--- src/rtl/siphash_keyed_mac_macros.svh ---
// Assertion macros shared by the RTL.
// SHK_ASSERT_IMPLY: same-cycle implication.  SHK_ASSERT_NEXT: next-cycle implication.
`ifndef SIPHASH_KEYED_MAC_MACROS_SVH
`define SIPHASH_KEYED_MAC_MACROS_SVH

`ifndef SYNTHESIS
`define SHK_ASSERT_IMPLY(label, clk, rst, ante, cons) \
   label: assert property (@(posedge clk) disable iff (rst) (ante) |-> (cons)) \
      else $error("assertion failed");
`define SHK_ASSERT_NEXT(label, clk, rst, ante, cons) \
   label: assert property (@(posedge clk) disable iff (rst) (ante) |=> (cons)) \
      else $error("assertion failed");
`else
`define SHK_ASSERT_IMPLY(label, clk, rst, ante, cons)
`define SHK_ASSERT_NEXT(label, clk, rst, ante, cons)
`endif

`endif

--- src/rtl/shk_pkg.sv ---
`default_nettype none
package shk_pkg;

   localparam logic [63:0] SIP_C0        = 64'h736f6d6570736575;
   localparam logic [63:0] SIP_C1        = 64'h646f72616e646f6d;
   localparam logic [63:0] SIP_C2        = 64'h6c7967656e657261;
   localparam logic [63:0] SIP_C3        = 64'h7465646279746573;
   localparam logic [63:0] SIP_FINAL_XOR = 64'h00000000000000ff;

   localparam int QUEUE_DEPTH = 2;
   localparam int QPTR_W      = (QUEUE_DEPTH > 1) ? $clog2(QUEUE_DEPTH) : 1;
   localparam int QCNT_W      = $clog2(QUEUE_DEPTH + 1);

   // register indexes, paddr[4:3]
   typedef enum logic [1:0] {
      CSR_KEY_LOW   = 2'd0,
      CSR_KEY_HIGH  = 2'd1,
      CSR_CMP_ROUND = 2'd2,
      CSR_FIN_ROUND = 2'd3
   } shk_csr_type;

   typedef struct packed {
      logic [63:0] v0;
      logic [63:0] v1;
      logic [63:0] v2;
      logic [63:0] v3;
   } shk_lanes_type;

   // one padded block for the back end
   typedef struct packed {
      logic [63:0] block;
      logic        is_start;  // reload lanes from key first
      logic        is_final;  // finalise after absorbing
   } shk_entry_type;

   function automatic shk_lanes_type sip_round(input shk_lanes_type v);
      logic [63:0] a;
      logic [63:0] b;
      logic [63:0] c;
      logic [63:0] d;
      shk_lanes_type r;
      a = v.v0;
      b = v.v1;
      c = v.v2;
      d = v.v3;
      a = a + b;  b = {b[50:0], b[63:51]};  b = b ^ a;  a = {a[31:0], a[63:32]};
      c = c + d;  d = {d[47:0], d[63:48]};  d = d ^ c;
      a = a + d;  d = {d[42:0], d[63:43]};  d = d ^ a;
      c = c + b;  b = {b[46:0], b[63:47]};  b = b ^ c;  c = {c[31:0], c[63:32]};
      r.v0 = a;
      r.v1 = b;
      r.v2 = c;
      r.v3 = d;
      return r;
   endfunction

endpackage
`default_nettype wire

--- src/rtl/shk_front.sv ---
`default_nettype none
module shk_front
   import shk_pkg::*;
(
   input  wire logic          clock,
   input  wire logic          reset,
   input  wire logic          req_tvalid,
   output logic               req_tready,
   input  wire logic [63:0]   word,
   input  wire logic [3:0]    byte_count,
   input  wire logic          last_word,
   input  wire logic          queue_full,
   output logic               push,
   output shk_entry_type      push_entry
);

   logic        open_ff, open_in;
   logic [7:0]  len_ff, len_in;
   logic        pend_ff, pend_in;
   logic [63:0] pend_blk_ff, pend_blk_in;

   logic [3:0]  cnt_sat;
   logic [7:0]  len_base;
   logic [7:0]  len_next;
   logic [63:0] mask;
   logic        accept;

   assign req_tready = !pend_ff && !queue_full;
   assign accept     = req_tvalid && req_tready;
   assign cnt_sat    = (byte_count > 4'd8) ? 4'd8 : byte_count;
   assign len_base   = open_ff ? len_ff : 8'd0;
   assign mask       = (64'd1 << {cnt_sat[2:0], 3'b000}) - 64'd1;

   always_comb begin
      open_in     = open_ff;
      len_in      = len_ff;
      pend_in     = pend_ff;
      pend_blk_in = pend_blk_ff;
      push        = 1'b0;
      push_entry  = '{block: word, is_start: !open_ff, is_final: 1'b0};
      len_next    = len_base + 8'd8;
      if (pend_ff) begin
         // length-only block after a full last word
         push_entry = '{block: pend_blk_ff, is_start: 1'b0, is_final: 1'b1};
         if (!queue_full) begin
            push    = 1'b1;
            pend_in = 1'b0;
         end
      end else if (accept) begin
         push = 1'b1;
         if (!last_word) begin
            open_in = 1'b1;
            len_in  = len_next;
         end else if (cnt_sat == 4'd8) begin
            open_in     = 1'b0;
            len_in      = len_next;
            pend_in     = 1'b1;
            pend_blk_in = {len_next, 56'd0};
         end else begin
            len_next   = len_base + {5'd0, cnt_sat[2:0]};
            open_in    = 1'b0;
            len_in     = len_next;
            push_entry = '{block: (word & mask) | {len_next, 56'd0},
                           is_start: !open_ff, is_final: 1'b1};
         end
      end
   end

   always_ff @(posedge clock) begin
      if (reset) begin
         open_ff <= 1'b0;
         len_ff  <= 8'd0;
         pend_ff <= 1'b0;
      end else begin
         open_ff <= open_in;
         len_ff  <= len_in;
         pend_ff <= pend_in;
      end
      pend_blk_ff <= pend_blk_in;
   end

endmodule
`default_nettype wire

--- src/rtl/shk_queue.sv ---
`default_nettype none
`include "siphash_keyed_mac_macros.svh"
module shk_queue
   import shk_pkg::*;
(
   input  wire logic          clock,
   input  wire logic          reset,
   input  wire logic          push,
   input  wire shk_entry_type push_entry,
   output logic               full,
   input  wire logic          pop,
   output shk_entry_type      head,
   output logic               head_valid
);

   shk_entry_type      entries_ff [QUEUE_DEPTH];
   logic [QPTR_W-1:0]  wr_ptr_ff, wr_ptr_in;
   logic [QPTR_W-1:0]  rd_ptr_ff, rd_ptr_in;
   logic [QCNT_W-1:0]  count_ff, count_in;

   assign full       = (count_ff == QCNT_W'(QUEUE_DEPTH));
   assign head_valid = (count_ff != '0);
   assign head       = entries_ff[rd_ptr_ff];

   always_comb begin
      wr_ptr_in = wr_ptr_ff;
      rd_ptr_in = rd_ptr_ff;
      count_in  = count_ff;
      if (push) begin
         wr_ptr_in = (wr_ptr_ff == QPTR_W'(QUEUE_DEPTH - 1)) ? '0 : wr_ptr_ff + 1'b1;
      end
      if (pop) begin
         rd_ptr_in = (rd_ptr_ff == QPTR_W'(QUEUE_DEPTH - 1)) ? '0 : rd_ptr_ff + 1'b1;
      end
      if (push && !pop) begin
         count_in = count_ff + 1'b1;
      end else if (pop && !push) begin
         count_in = count_ff - 1'b1;
      end
   end

   always_ff @(posedge clock) begin
      if (reset) begin
         wr_ptr_ff <= '0;
         rd_ptr_ff <= '0;
         count_ff  <= '0;
      end else begin
         wr_ptr_ff <= wr_ptr_in;
         rd_ptr_ff <= rd_ptr_in;
         count_ff  <= count_in;
      end
      if (push) begin
         entries_ff[wr_ptr_ff] <= push_entry;
      end
   end

   `SHK_ASSERT_IMPLY(a_no_overflow, clock, reset, push, !full || pop)
   `SHK_ASSERT_IMPLY(a_no_underflow, clock, reset, pop, head_valid)
   `SHK_ASSERT_IMPLY(a_count_bound, clock, reset, 1'b1, count_ff <= QCNT_W'(QUEUE_DEPTH))

endmodule
`default_nettype wire

--- src/rtl/shk_back.sv ---
`default_nettype none
`include "siphash_keyed_mac_macros.svh"
module shk_back
   import shk_pkg::*;
(
   input  wire logic          clock,
   input  wire logic          reset,
   input  wire logic [63:0]   key_low,
   input  wire logic [63:0]   key_high,
   input  wire logic [2:0]    compression_rounds,
   input  wire logic [3:0]    final_rounds,
   input  wire shk_entry_type head,
   input  wire logic          head_valid,
   output logic               pop,
   output logic               rsp_tvalid,
   input  wire logic          rsp_tready,
   output logic [63:0]        rsp_tdata
);

   typedef enum logic [2:0] {
      S_IDLE   = 3'b001,
      S_ABSORB = 3'b010,
      S_FINAL  = 3'b100
   } shk_state_type;

   shk_state_type state_ff, state_in;
   shk_lanes_type lanes_ff, lanes_in;
   logic [3:0]    cnt_ff, cnt_in;
   logic [63:0]   blk_ff, blk_in;
   logic          fin_ff, fin_in;
   logic          rsp_valid_ff, rsp_valid_in;
   logic [63:0]   hash_ff, hash_in;

   shk_lanes_type init_lanes;
   shk_lanes_type round_v;
   shk_lanes_type done;
   logic          out_free;

   assign init_lanes = '{v0: SIP_C0 ^ key_low,  v1: SIP_C1 ^ key_high,
                         v2: SIP_C2 ^ key_low,  v3: SIP_C3 ^ key_high};
   assign round_v    = sip_round(lanes_ff);
   assign out_free   = !rsp_valid_ff || rsp_tready;
   assign rsp_tvalid = rsp_valid_ff;
   assign rsp_tdata  = hash_ff;

   always_comb begin
      state_in     = state_ff;
      lanes_in     = lanes_ff;
      cnt_in       = cnt_ff;
      blk_in       = blk_ff;
      fin_in       = fin_ff;
      hash_in      = hash_ff;
      rsp_valid_in = rsp_valid_ff && !rsp_tready;
      pop          = 1'b0;
      done         = (cnt_ff == 4'd0) ? lanes_ff : round_v;
      case (state_ff)
         S_IDLE: begin
            if (head_valid) begin
               pop         = 1'b1;
               lanes_in    = head.is_start ? init_lanes : lanes_ff;
               lanes_in.v3 = lanes_in.v3 ^ head.block;
               blk_in      = head.block;
               fin_in      = head.is_final;
               cnt_in      = {1'b0, compression_rounds};
               state_in    = S_ABSORB;
            end
         end
         S_ABSORB: begin
            if (cnt_ff > 4'd1) begin
               lanes_in = round_v;
               cnt_in   = cnt_ff - 4'd1;
            end else begin
               // last round of the block closes it, and may open the next
               done.v0 = done.v0 ^ blk_ff;
               if (fin_ff) begin
                  done.v2  = done.v2 ^ SIP_FINAL_XOR;
                  cnt_in   = final_rounds;
                  state_in = S_FINAL;
               end else if (head_valid) begin
                  pop     = 1'b1;
                  done.v3 = done.v3 ^ head.block;
                  blk_in  = head.block;
                  fin_in  = head.is_final;
                  cnt_in  = {1'b0, compression_rounds};
               end else begin
                  state_in = S_IDLE;
               end
               lanes_in = done;
            end
         end
         S_FINAL: begin
            if (cnt_ff > 4'd1) begin
               lanes_in = round_v;
               cnt_in   = cnt_ff - 4'd1;
            end else if (out_free) begin
               lanes_in     = done;
               hash_in      = done.v0 ^ done.v1 ^ done.v2 ^ done.v3;
               rsp_valid_in = 1'b1;
               state_in     = S_IDLE;
            end
         end
         default: begin
            state_in = S_IDLE;
         end
      endcase
   end

   always_ff @(posedge clock) begin
      if (reset) begin
         state_ff     <= S_IDLE;
         cnt_ff       <= 4'd0;
         rsp_valid_ff <= 1'b0;
      end else begin
         state_ff     <= state_in;
         cnt_ff       <= cnt_in;
         rsp_valid_ff <= rsp_valid_in;
      end
      lanes_ff <= lanes_in;
      blk_ff   <= blk_in;
      fin_ff   <= fin_in;
      hash_ff  <= hash_in;
   end

   `SHK_ASSERT_NEXT(a_tag_waits, clock, reset, (state_ff == S_FINAL) && (cnt_ff <= 4'd1) && !out_free, state_ff == S_FINAL)
   `SHK_ASSERT_NEXT(a_tag_issued, clock, reset, (state_ff == S_FINAL) && (cnt_ff <= 4'd1) && out_free, rsp_valid_ff && (state_ff == S_IDLE))
   `SHK_ASSERT_IMPLY(a_pop_in_work, clock, reset, pop, head_valid && (state_ff != S_FINAL))

endmodule
`default_nettype wire

--- src/rtl/siphash_keyed_mac.sv ---
`default_nettype none
// Channel  Direction  Beat contents                                   Accepted when
// req_     in         tdata: message_word, byte_count; tlast: last    req_tvalid & req_tready
// rsp_     out        tdata: hash_value                               rsp_tvalid & rsp_tready
// csr_     in         APB write of key_low/key_high/rounds, 8*i       psel & penable & pwrite
//
// One SipRound per cycle while no held tag stalls the rounds; each block gets c rounds,
// c = compression rounds, and the tag d more after its last block, d = final rounds.
// SipHash-2-4 by default; a full last word adds a length-only block after it.
// Synchronous active-high reset: key 0, rounds 2 and 4, no message open.
// Two-entry block queue between front and rounds; a held tag stalls the rounds, then req_tready.
module siphash_keyed_mac
   import shk_pkg::*;
(
   input  wire logic        clock,
   input  wire logic        reset,
   // request stream
   input  wire logic        req_tvalid,
   output logic             req_tready,
   input  wire logic [71:0] req_tdata,   // [63:0] message_word, [67:64] byte_count, [71:68] 0
   input  wire logic        req_tlast,   // last_word
   // result stream
   output logic             rsp_tvalid,
   input  wire logic        rsp_tready,
   output logic [63:0]      rsp_tdata,   // [63:0] hash_value
   // register port
   input  wire logic        csr_psel,
   input  wire logic        csr_penable,
   input  wire logic        csr_pwrite,
   input  wire logic [4:0]  csr_paddr,
   input  wire logic [63:0] csr_pwdata,
   output logic [63:0]      csr_prdata,
   output logic             csr_pready
);

   logic [63:0] key_low_ff;
   logic [63:0] key_high_ff;
   logic [2:0]  cmp_rounds_ff;
   logic [3:0]  fin_rounds_ff;

   logic          csr_wr;
   shk_csr_type   csr_idx;

   logic          push;
   shk_entry_type push_entry;
   logic          queue_full;
   logic          pop;
   shk_entry_type head;
   logic          head_valid;

   assign csr_pready = 1'b1;
   assign csr_wr     = csr_psel && csr_penable && csr_pwrite && csr_pready;
   assign csr_idx    = shk_csr_type'(csr_paddr[4:3]);

   // the user must let registers change only between messages; not enforced here, hence no shadow copies
   always_ff @(posedge clock) begin
      if (reset) begin
         key_low_ff    <= 64'd0;
         key_high_ff   <= 64'd0;
         cmp_rounds_ff <= 3'd2;
         fin_rounds_ff <= 4'd4;
      end else if (csr_wr) begin
         case (csr_idx)
            CSR_KEY_LOW:   key_low_ff    <= csr_pwdata;
            CSR_KEY_HIGH:  key_high_ff   <= csr_pwdata;
            CSR_CMP_ROUND: cmp_rounds_ff <= csr_pwdata[2:0];
            CSR_FIN_ROUND: fin_rounds_ff <= csr_pwdata[3:0];
            default: begin
            end
         endcase
      end
   end

   always_comb begin
      case (csr_idx)
         CSR_KEY_LOW:   csr_prdata = key_low_ff;
         CSR_KEY_HIGH:  csr_prdata = key_high_ff;
         CSR_CMP_ROUND: csr_prdata = {61'd0, cmp_rounds_ff};
         CSR_FIN_ROUND: csr_prdata = {60'd0, fin_rounds_ff};
         default:       csr_prdata = 64'd0;
      endcase
   end

   // front: tracks length and message start, pads the last word
   shk_front u_front (
      .clock      (clock),
      .reset      (reset),
      .req_tvalid (req_tvalid),
      .req_tready (req_tready),
      .word       (req_tdata[63:0]),
      .byte_count (req_tdata[67:64]),
      .last_word  (req_tlast),
      .queue_full (queue_full),
      .push       (push),
      .push_entry (push_entry)
   );

   shk_queue u_queue (
      .clock      (clock),
      .reset      (reset),
      .push       (push),
      .push_entry (push_entry),
      .full       (queue_full),
      .pop        (pop),
      .head       (head),
      .head_valid (head_valid)
   );

   // back: lanes, round unit, finalisation and tag register
   shk_back u_back (
      .clock              (clock),
      .reset              (reset),
      .key_low            (key_low_ff),
      .key_high           (key_high_ff),
      .compression_rounds (cmp_rounds_ff),
      .final_rounds       (fin_rounds_ff),
      .head               (head),
      .head_valid         (head_valid),
      .pop                (pop),
      .rsp_tvalid         (rsp_tvalid),
      .rsp_tready         (rsp_tready),
      .rsp_tdata          (rsp_tdata)
   );

endmodule
`default_nettype wire

--- config.mk ---
export PLATFORM = sky130hd
export DESIGN_NAME = siphash_keyed_mac
export DESIGN_NICKNAME = d
export VERILOG_FILES = /design/src/rtl/shk_pkg.sv /design/src/rtl/shk_front.sv /design/src/rtl/shk_queue.sv /design/src/rtl/shk_back.sv /design/src/rtl/siphash_keyed_mac.sv
export VERILOG_INCLUDE_DIRS = /design/src /design/src/rtl
export SDC_FILE = /design/constraint.sdc
export NUM_CORES = 2
export LEC_CHECK = 0
export CORE_ASPECT_RATIO = 1.75
export CORE_MARGIN = 3
export CORE_UTILIZATION = 25
export DETAILED_ROUTE_END_ITERATION = 10
export DONT_BUFFER_PORTS = 1
export HOLD_SLACK_MARGIN = 0.08
export PLACE_DENSITY_LB_ADDON = 0.05
export SLEW_MARGIN = 20
export SYNTH_ARGS = -nofsm -noshare
export SYNTH_HDL_FRONTEND = slang
export SYNTH_SLANG_ARGS = --single-unit
--- constraint.sdc ---
create_clock -name clock -period 42 [get_ports clock]
set_clock_uncertainty 0.2 [all_clocks]
set_input_delay 8.4 -clock clock [delete_from_list [all_inputs] [get_ports clock]]
set_output_delay 8.4 -clock clock [all_outputs]
set_load 0.05 [all_outputs]
==> flow_summary.json <==
{
  "status": "finished clean",
  "endpoint_kind": "output pin",
  "synth.distinct_cells": 97,
  "via_count": 50100,
  "die-area_um2": 223000,
  "ant_nets": 0,
  "clock-sinks": 683,
  "start_util": 0.252,
  "layout_setup_ws_ns": 23.91,
  "slowest_stage": "nor2_1",
  "drt_iter0_markers": 5133,
  "async_reset_ff_frac": 0,
  "ios": 280,
  "worstSetupPathType": "input port to output pin",
  "critPathMaxFanout": 71,
  "portBuffers": 0,
  "cts_setup_buffers": 0,
  "fin_tns_setup_ns": 0,
  "ys_ff_latch": 683,
  "wl_per_cell_um": 40.6,
  "syn-cell-area_um2": 54200,
  "dr_wl_met2_um": 171000,
  "multi_input_area_um2": 34300,
  "num_rows": 225,
  "synth_top_cell_by_area": "edfxtp_1",
  "area_growth_pct": 14.8,
  "cts.repair.resized": 0,
  "die_y_um": 622,
  "cp_top_family": "simple AND/OR/NAND/NOR gates",
  "setup_violations": 0,
  "globalplace.congestion": 1.06,
  "first_pass_iters": 6,
  "grt_pass1_wl_um": 475000,
  "fin_crit_ns": 18.09,
  "synth_seq_area_share": 0.349,
  "synth.top_cell.area_share": 0.291,
  "cp.required_ns": 33.40,
  "nets": 6570,
  "cts_root_buf": "clkbuf_16",
  "grt_usage": 0.321,
  "startpoint_type": "input port",
  "wl_met1_um": 142000,
  "grt_max_degree": 159,
  "clockBufferDepth": 3,
  "wl_met3_um": 19600,
  "topRoutingLayerUsed": "met5",
  "core_area_um2": 215000,
  "syn_inst": 6166,
  "ctsHoldBuffers": 0,
  "grt_pass1_vias": 47900,
  "maxSlewViolCount": 0,
  "path_buf_inv": 0,
  "syn_nets": 6576,
  "synth-edff-count": 525,
  "gr-total-overflow": 0,
  "drt-vias-per-instance": 5.52,
  "avgSynthCellArea_um2": 8.78,
  "maxCapViolations": 0,
  "ys_warn_count": 0,
  "synthTopCellsByArea": "edfxtp_1, xnor2_1, ha_1",
  "arrival_ns": 9.49,
  "post_dp_cell_area_um2": 59000,
  "rsz0062_at_grt": "no",
  "hold_violations": 0,
  "die_x_um": 358,
  "cp_cell_sequence": "mux2i_1 -> nor2_1",
  "fmax_ghz": 0.0553,
  "clk_pin_slew_ns": 0.06,
  "drive_gt1_frac": 0.0925,
  "cts_htree_levels": 3,
  "routed_wl_um": 368000,
  "fin_util": 0.289,
  "antenna_found_initial": 33,
  "slowest_delay_ns": 0.74,
  "clk_latency_ns": 0.74,
  "period_share": 0.431,
  "numCtsBuffers": 83,
  "seqCellArea_um2": 18900,
  "tritoncts": "built",
  "fill_cells": 23000,
  "place_ws_ns": 24.00,
  "worstMarginPinSlew_ns": 1.27,
  "stdcell_area_um2": 62200,
  "hold_class": "flip-flop to flip-flop",
  "dp_hpwl_um": 299000,
  "synth_ff_type": "edfxtp_1",
  "relSlewSlack": 0.153,
  "drcViolationCount": 0
}
-- cells in the mapped netlist (18+ instances only) --
library cell  count
nand2_1         756
a21oi_1         589
xnor2_1         575
nor2_1          552
edfxtp_1        525
o21ai_0         400
xor2_1          331
clkbuf_1        271
mux2i_1         259
ha_1            256
a21o_1          172
dfxtp_1         158
inv_1           142
o221ai_1        131
and2_1           84
nand3_1          77
nor3_1           65
o211ai_1         53
a31oi_1          50
nand2b_1         49
o21bai_1         49
a22oi_1          43
buf_1            41
nand4_1          40
nor2b_1          40
o21a_1           38
o22ai_1          33
a221o_1          30
a211oi_1         25
and3_1           25
o21ai_1          22
a31o_2           21
or2_2            18
-- final timing paths --
path                                       start                             end  slack, ns  cells after the start
setup / recovery                    csr_paddr[3]                  csr_prdata[62]      23.91                      2
hold / removal    u_front.len_ff[2]$_SDFFE_PP0P_  u_front.len_ff[2]$_SDFFE_PP0P_       0.27                      2
setup reg to reg  u_back.lanes_ff[128]$_DFFE_PP_  u_back.rsp_tdata[43]$_DFFE_PP_      29.65                     35
hold reg to reg   u_front.len_ff[2]$_SDFFE_PP0P_  u_front.len_ff[2]$_SDFFE_PP0P_       0.27                      2
-- per-layer routing --
metal  global-route usage  vias up
met3               0.0425      528
li1                     -    22100
met5                    0        -
met4                0.241        6
met1                0.380    25300
met2                0.526     2123
-- kinds of logic after synthesis --
group                      share of synthesized area
muxes                                         0.0506
buffers and inverters                         0.0326
adders and majority gates                     0.0618
and+or+nand+nor                                0.141
xor gates and xnor gates                       0.154
other                                      0.0000692
AOI/OAI and AO/OA                              0.210
DFF                                            0.349
-- tightest hold or removal path: stages (launching register included) --
cell     delay [ns]
dfxtp_1        0.31
nand2_1        0.06
a21oi_1        0.06
-- sequential cells by signal, summed over array words and instances, names as in the netlist, 8 cells and up, named ones only --
| name | cells |
|---|---|
| u_back.lanes_ff | 256 |
| u_queue.entries_ff | 132 |
| key_high_ff | 64 |
| key_low_ff | 64 |
| u_back.blk_ff | 64 |
| u_back.rsp_tdata | 64 |
| u_front.len_ff | 8 |
| u_front.pend_blk_ff | 8 |
-- metrics by stage --
stage / std cells / hold WS [ns]
floorplan: 6166 / 0.232
global placement: 8912 / 0.242
detailed placement: 8912 / 0.253
CTS: 9066 / 0.263
global route: 9069 / 0.307
finish: 9073 / 0.270
-- layout make-up --
| cell class | count | share of cell area |
|---|---|---|
| Timing Repair Buffer | 233 | 0.0283 |
| Antenna cell | 7 | 0.000282 |
| Inverter | 142 | 0.00857 |
| Multi-Input combinational cell | 5017 | 0.552 |
| Sequential cell | 683 | 0.305 |
| Clock inverter | 65 | 0.0148 |
| Clock buffer | 89 | 0.0341 |
| Tap cell | 2837 | 0.0571 |
-- cells in the final DEF, fill, tap and decap left out, drive strengths merged, types with 14 or more instances in the layout --
| cell type | instances |
|---|---|
| a211o | 14 |
| a211oi | 25 |
| a21o | 172 |
| a21oi | 589 |
| a221o | 30 |
| a221oi | 16 |
| a22oi | 43 |
| a31o | 22 |
| a31oi | 50 |
| and2 | 84 |
| and3 | 26 |
| buf | 233 |
| bufinv | 18 |
| clkbuf | 89 |
| clkinv | 31 |
| dfxtp | 158 |
| edfxtp | 525 |
| ha | 256 |
| inv | 145 |
| mux2i | 259 |
| nand2 | 756 |
| nand2b | 49 |
| nand3 | 77 |
| nand4 | 40 |
| nor2 | 553 |
| nor2b | 40 |
| nor3 | 65 |
| nor4 | 14 |
| o211ai | 53 |
| o21a | 38 |
| o21ai | 422 |
| o21bai | 49 |
| o221ai | 131 |
| o22ai | 34 |
| o31ai | 19 |
| or2 | 19 |
| or3 | 18 |
| xnor2 | 578 |
| xor2 | 333 |
Power is not shown: default switching activity piles up to over one toggle a cycle in this logic, so the estimate is an artifact.
